--- src/hw/rtl/dsa_pkg.sv ---
// ----------------------------------------------------------------------------
// dsa_pkg
// Shared types and constants for the deduplicating slot allocator: result
// codes, stream field widths and the controller/datapath command and status
// bundles.
// ----------------------------------------------------------------------------
package dsa_pkg;

  localparam int unsigned KEY_W     = 32;
  localparam int unsigned SLOT_W    = 10;
  localparam int unsigned STATUS_W  = 3;
  localparam int unsigned S_DATA_W  = 72;  // 66 bits of fields, padded to bytes
  localparam int unsigned S_USER_W  = 1;
  localparam int unsigned M_DATA_W  = 16;  // 10-bit slot, padded to bytes
  localparam int unsigned M_USER_W  = STATUS_W;

  // operation codes carried in s_tuser
  localparam logic OP_REGISTER = 1'b0;
  localparam logic OP_RESET    = 1'b1;

  typedef enum logic [STATUS_W-1:0] {
    ST_FOUND   = 3'd0,
    ST_STORED  = 3'd1,
    ST_FULL    = 3'd2,
    ST_INVALID = 3'd3,
    ST_RESET   = 3'd4
  } status_t;

  // where the result slot comes from
  typedef enum logic [1:0] {
    RES_ZERO = 2'd0,
    RES_HIT  = 2'd1,
    RES_NEW  = 2'd2
  } res_sel_t;

  typedef struct packed {
    logic     load_key;
    logic     start_scan;
    logic     scan;
    logic     insert;
    logic     table_reset;
    logic     set_res;
    res_sel_t res_sel;
    status_t  res_status;
    logic     emit;
  } cmd_t;

  typedef struct packed {
    logic op_reset;
    logic key_ok;
    logic hit;
    logic scan_done;
    logic full;
    logic out_free;
  } sts_t;

endpackage

--- src/hw/rtl/dsa_ctrl.sv ---
// ----------------------------------------------------------------------------
// dsa_ctrl
// Sequencer for the slot allocator: takes one item, classifies it, clears the
// table on a reset item or scans it for a valid key, decides between hit,
// insert and fallback, then hands the result to the output register.
// ----------------------------------------------------------------------------
module dsa_ctrl (
  input  logic          clk,
  input  logic          rst,
  input  logic          s_tvalid,
  output logic          s_tready,
  input  dsa_pkg::sts_t sts,
  output dsa_pkg::cmd_t cmd
);
  import dsa_pkg::*;

  typedef enum logic [3:0] {
    S_IDLE   = 4'b0001,
    S_DECIDE = 4'b0010,
    S_SCAN   = 4'b0100,
    S_EMIT   = 4'b1000
  } state_t;

  state_t state;
  state_t state_next;

  always_ff @(posedge clk) begin
    if (rst) begin
      state <= S_IDLE;
    end else begin
      state <= state_next;
    end
  end

  always_comb begin
    state_next = state;
    cmd        = '0;
    cmd.res_sel    = RES_ZERO;
    cmd.res_status = ST_FOUND;
    s_tready   = 1'b0;
    case (state)
      S_IDLE: begin
        s_tready = 1'b1;
        if (s_tvalid) begin
          cmd.load_key = 1'b1;
          state_next   = S_DECIDE;
        end
      end
      S_DECIDE: begin
        if (sts.op_reset) begin
          cmd.table_reset = 1'b1;
          cmd.set_res     = 1'b1;
          cmd.res_status  = ST_RESET;
          state_next      = S_EMIT;
        end else if (!sts.key_ok) begin
          cmd.set_res    = 1'b1;
          cmd.res_status = ST_INVALID;
          state_next     = S_EMIT;
        end else begin
          cmd.start_scan = 1'b1;
          state_next     = S_SCAN;
        end
      end
      S_SCAN: begin
        cmd.scan = 1'b1;
        if (sts.hit) begin
          cmd.set_res    = 1'b1;
          cmd.res_sel    = RES_HIT;
          cmd.res_status = ST_FOUND;
          state_next     = S_EMIT;
        end else if (sts.scan_done) begin
          cmd.set_res = 1'b1;
          if (sts.full) begin
            cmd.res_status = ST_FULL;
          end else begin
            cmd.insert     = 1'b1;
            cmd.res_sel    = RES_NEW;
            cmd.res_status = ST_STORED;
          end
          state_next = S_EMIT;
        end
      end
      S_EMIT: begin
        if (sts.out_free) begin
          cmd.emit   = 1'b1;
          state_next = S_IDLE;
        end
      end
      default: begin
        state_next = S_IDLE;
      end
    endcase
  end

  // a match ends the scan right away
  a_hit_ends_scan: assert property (@(posedge clk) disable iff (rst)
    (state == S_SCAN && sts.hit) |=> (state == S_EMIT))
    else $error("scan did not stop on a hit");

  // a new item is only taken after the previous result has been handed over
  a_one_in_flight: assert property (@(posedge clk) disable iff (rst)
    cmd.emit |=> (state == S_IDLE))
    else $error("emit did not return to idle");

endmodule

--- config.mk ---
export PLATFORM = sky130hd
export DESIGN_NAME = dsa_ctrl
export DESIGN_NICKNAME = d
export VERILOG_FILES = /design/src/hw/rtl/dsa_pkg.sv /design/src/hw/rtl/dsa_ctrl.sv
export SDC_FILE = /design/constraint.sdc
export NUM_CORES = 1
export LEC_CHECK = 0
export ABC_AREA = 1
export BUFFER_PORTS_ARGS = -buffer_cell sky130_fd_sc_hd__buf_2
export CAP_MARGIN = 40
export CORE_AREA = 2 2 39 41
export DETAILED_ROUTE_END_ITERATION = 10
export DIE_AREA = 0 0 41 43
export PLACE_DENSITY = 0.53
export SYNTH_ARGS = -nofsm -noshare
export SYNTH_HDL_FRONTEND = slang
export SYNTH_SLANG_ARGS = --single-unit
export TNS_END_PERCENT = 5
--- constraint.sdc ---
create_clock -name clk -period 1.24 [get_ports clk]
set_clock_uncertainty 0.15 [all_clocks]
set_input_delay 0.124 -clock clk [delete_from_list [all_inputs] [get_ports clk]]
set_output_delay 0.124 -clock clk [all_outputs]
set_load 0.01 [all_outputs]
==> Word-level counts from Yosys, hierarchy flattened <==
Cells that the tools add are included.
{ "op_classes": {"eq_ne": 7, "mux": 32, "reduce_logical": 1} }
{ "ops": {"columns": ["cell", "count"], "rows": [
  ["$mux 4", 6],
  ["$pmux 4 s4", 1],
  ["$mux 1", 15],
  ["$mux 6", 2],
  ["$mux 2", 5],
  ["$pmux 3 s2", 1],
  ["$eq 4x1->1 const B", 1],
  ["$eq 4x2->1 const B", 1],
  ["$eq 4x3->1 const B", 1],
  ["$eq 4x4->1 const B", 1],
  ["$ne 2x2->1 const B", 2],
  ["$mux 3", 1],
  ["$ne 3x3->1 const B", 1],
  ["$reduce_and 3->1", 1],
  ["$pmux 1 s2", 1]
]} }
{ "word_totals": {"regBits": 4, "input_bits": 9, "out_inout_bits": 13, "elab_cells": 41} }

==> Depth between registers and ports, before layout <==
{ "depth": {"word_depth": 4, "ltp_mapped": 7, "mapped_depth_nobuf": 7} }

==> Worst setup path before layout <==
No wires, ideal clock.
{ "synth_path": {"kind": "flip-flop to output port", "start": "register state[3]", "end": "output cmd[7] (netlist bit)", "arrival_ns": 0.921, "setup_slack_ns": 0.045, "stages_incl_launch_ff": 5, "path_cell_list": "dfxtp_1 > nor2_1 > nand3_1 > nor2_1 > buf_4"} }
{ "synth_rtl": {"columns": ["item", "line_no", "rtl"], "rows": [
  ["start, declared", "dsa_ctrl.sv:24", "state_t state;"],
  ["start signal, assigned", "dsa_ctrl.sv:31", "state <= state_next;"],
  ["end, declared", "dsa_ctrl.sv:13", "output dsa_pkg::cmd_t cmd"]
]} }

==> impl_metrics.ini <==
[run_status]
status = finished with violations
violations = setup timing

[global_routing]
gr-usage-all-layers = 0.130
antenna_found_initial = 0
grt_overflow = 0
grt_max_degree = 7
grt_first_pass_wirelength_um = 1460
first_global_vias = 375

[place]
dp.final_hpwl_um = 712
port_buffers = 21
gp_congestion = 0.674
dpl_cell_area_sq_um = 482
pre_cts_ws_ns = -0.0197

[worst_setup_path]
cpPeakStageDelay_ns = 0.34
crit-reg2reg-launch = state[2]
r2r_slack_ns = 0.03
reg2regPathDepth = 8
reg2reg_to = state[0]
slowest_stage = dfxtp_2
worstPathRequired_ns = 0.97
critPathKind = register to primary output
worst_ep_arrival_time_ns = 1.22
worstSetupStartpointType = register
endpoint_kind = primary output
cp_max_fo = 3
worstSetupStartpoint = state[2]
cp_cell_sequence = inv_2 -> nor2_4 -> nand2_4 -> or2_4 -> nand2_2 -> buf_6

[die]
die_area_sq_um = 1760
fp.dieW_um = 41
initial_core_util = 0.254
rows = 14
die_h_um = 43
ioPinCount = 22
core_sq_um = 1380

[routing]
drtIter0Drc = 7
dr.pass1.iters = 4
drt-total-wl_um = 951
vias = 441
via_per_inst = 4.24
wl_per_cell_um = 9.14
drc = 0
drtAntennaViolNets = 0

[clocking]
clockBufferDepth = 2
cts-root-buf = clkbuf_4
clkTransAtPathRegs_ns = 0.04
cts_sinks = 4
insertion_delay_ns = 0.24
cts_max_level = 1
cts_buffers = 3
cts_tree = done

[sta]
setup_viol = 13
hold_violations = 0
layout_setup_ws_ns = -0.257
fmax_ghz = 0.668
slew_headroom = 0.874
rsz0062_at_grt = yes
slew_violations = 0
setup_tns_ns = -2.16
min_period_over_period = 1.21
period_needed_ns = 1.50
max_slew.worst_pin.slew_ns = 0.188

[cells_and_area]
layout_commonest_cell = buf_2
largest_reg_flops = 4
area_growth_pct = 68.0
layout-drive-gt1-share = 0.545
antennaDiodeCount = 0
finalInstanceArea_sq_um = 591
utilization = 0.427
top_regs = state x4
top_register = state
final_cell_mix = buf_2, inv_1, nor2_1, nand2_1, nand3_1
fin_nets = 99

[power_and_ir_drop]
p_switching_mw = 0.144
seqPwrFrac = 0.330
clkPwrFrac = 0.383
p_per_area_nw_per_um2 = 762
p_comb_frac = 0.287
leakagePower_nw = 0.372
p_int_mw = 0.306
power.share.switching = 0.320
vdd_ir_drop_max_mv = 0.330

[yosys]
synth_nets = 70
ys.warnings.count = 0
synth_top_cell_by_area = dfxtp_1
ys_top_cells_by_area = dfxtp_1, nor2_1, inv_1, nand2_1, nand3_1
synth_area_sq_um = 352
yosysSeqAreaShare = 0.228
ys_seq_elements = 4
synth_cell_types = 14
synth_top_area_frac = 0.228
avgSynthCellArea_sq_um = 5.76
synthCells = 61

[min_path]
min_to = state[0]
whs_path_depth = 4
min_path_type = input pin to register
hp-start = s_tvalid

[flow_run]
max_cap_violations = 0
synth_stat cells:
library cell  count
a21oi_1           1
buf_4             3
dfxtp_1           4
inv_1            12
inv_2             2
nand2_1          11
nand2_4           1
nand3_1           6
nand3_2           1
nor2_1           14
nor2_4            2
nor3_1            1
o21ai_1           2
or2_4             1
layer usage:
metal / up-vias / routed length, um / global-route usage
li1: 232 / - / -
met1: 189 / 377 / 0.148
met2: 17 / 496 / 0.184
met3: 3 / 52 / 0.0314
met4: 0 / 25 / 0.120
met5: - / 0 / 0
worst max-delay path, delay by kind of cell (launching register included):
kind	cells	cell delay (ns)
AND/OR/NAND/NOR	4	0.49
flip-flops	1	0.34
buffers and inverters	2	0.14
through the flow:
| step | hold WS (ns) | total power, mW | cells |
|---|---|---|---|
| finish | 0.0248 | 0.450 | 104 |
| global route | 0.0412 | 0.480 | 104 |
| CTS | 0.0220 | 0.442 | 103 |
| detailed placement | 0.193 | 0.254 | 97 |
| global placement | 0.194 | 0.255 | 97 |
| floorplan | 0.0431 | 0.214 | 61 |
how the worst max path moves through the flow:
stage	end	cells past startpoint
5_1_grt	cmd[6]	6
2_1_floorplan	cmd[7]	4
3_3_place_gp	cmd[6]	6
3_5_place_dp	cmd[6]	6
4_1_cts	cmd[6]	6
6_report	cmd[6]	6
power groups by stage:
stage | logic, mW | registers (mW) | clock network, mW
detailed placement | 0.105 | 0.148 | 0
floorplan | 0.0672 | 0.147 | 0
finish | 0.129 | 0.149 | 0.173
global route | 0.146 | 0.150 | 0.183
CTS | 0.120 | 0.148 | 0.174
global placement | 0.106 | 0.149 | 0
repair_timing:
item,CTS,global route
hold buffers,2,0
gates resized for setup,8,9
setup buffers,1,1
hold endpoints to repair,2,0
pin swaps,1,4
cloned,0,0
endpoints found under the setup margin,13,14
final cells by class:
class                           instances  area, sq um
Clock buffer                            3         22.5
Fill cell                             148          793
Inverter                               14         52.6
Multi-Input combinational cell         40          226
Sequential cell                         4         85.1
Tap cell                               16         20.0
Timing Repair Buffer                   27          184
cell families after synthesis:
| family | Yosys count | share of synthesized area |
|---|---|---|
| AND/OR/NAND/NOR | 37 | 0.516 |
| flip-flops | 4 | 0.228 |
| buffers and inverters | 17 | 0.214 |
| AO/OA/AOI/OAI | 3 | 0.0427 |
Note: power is estimated with default switching activity, not from simulation.
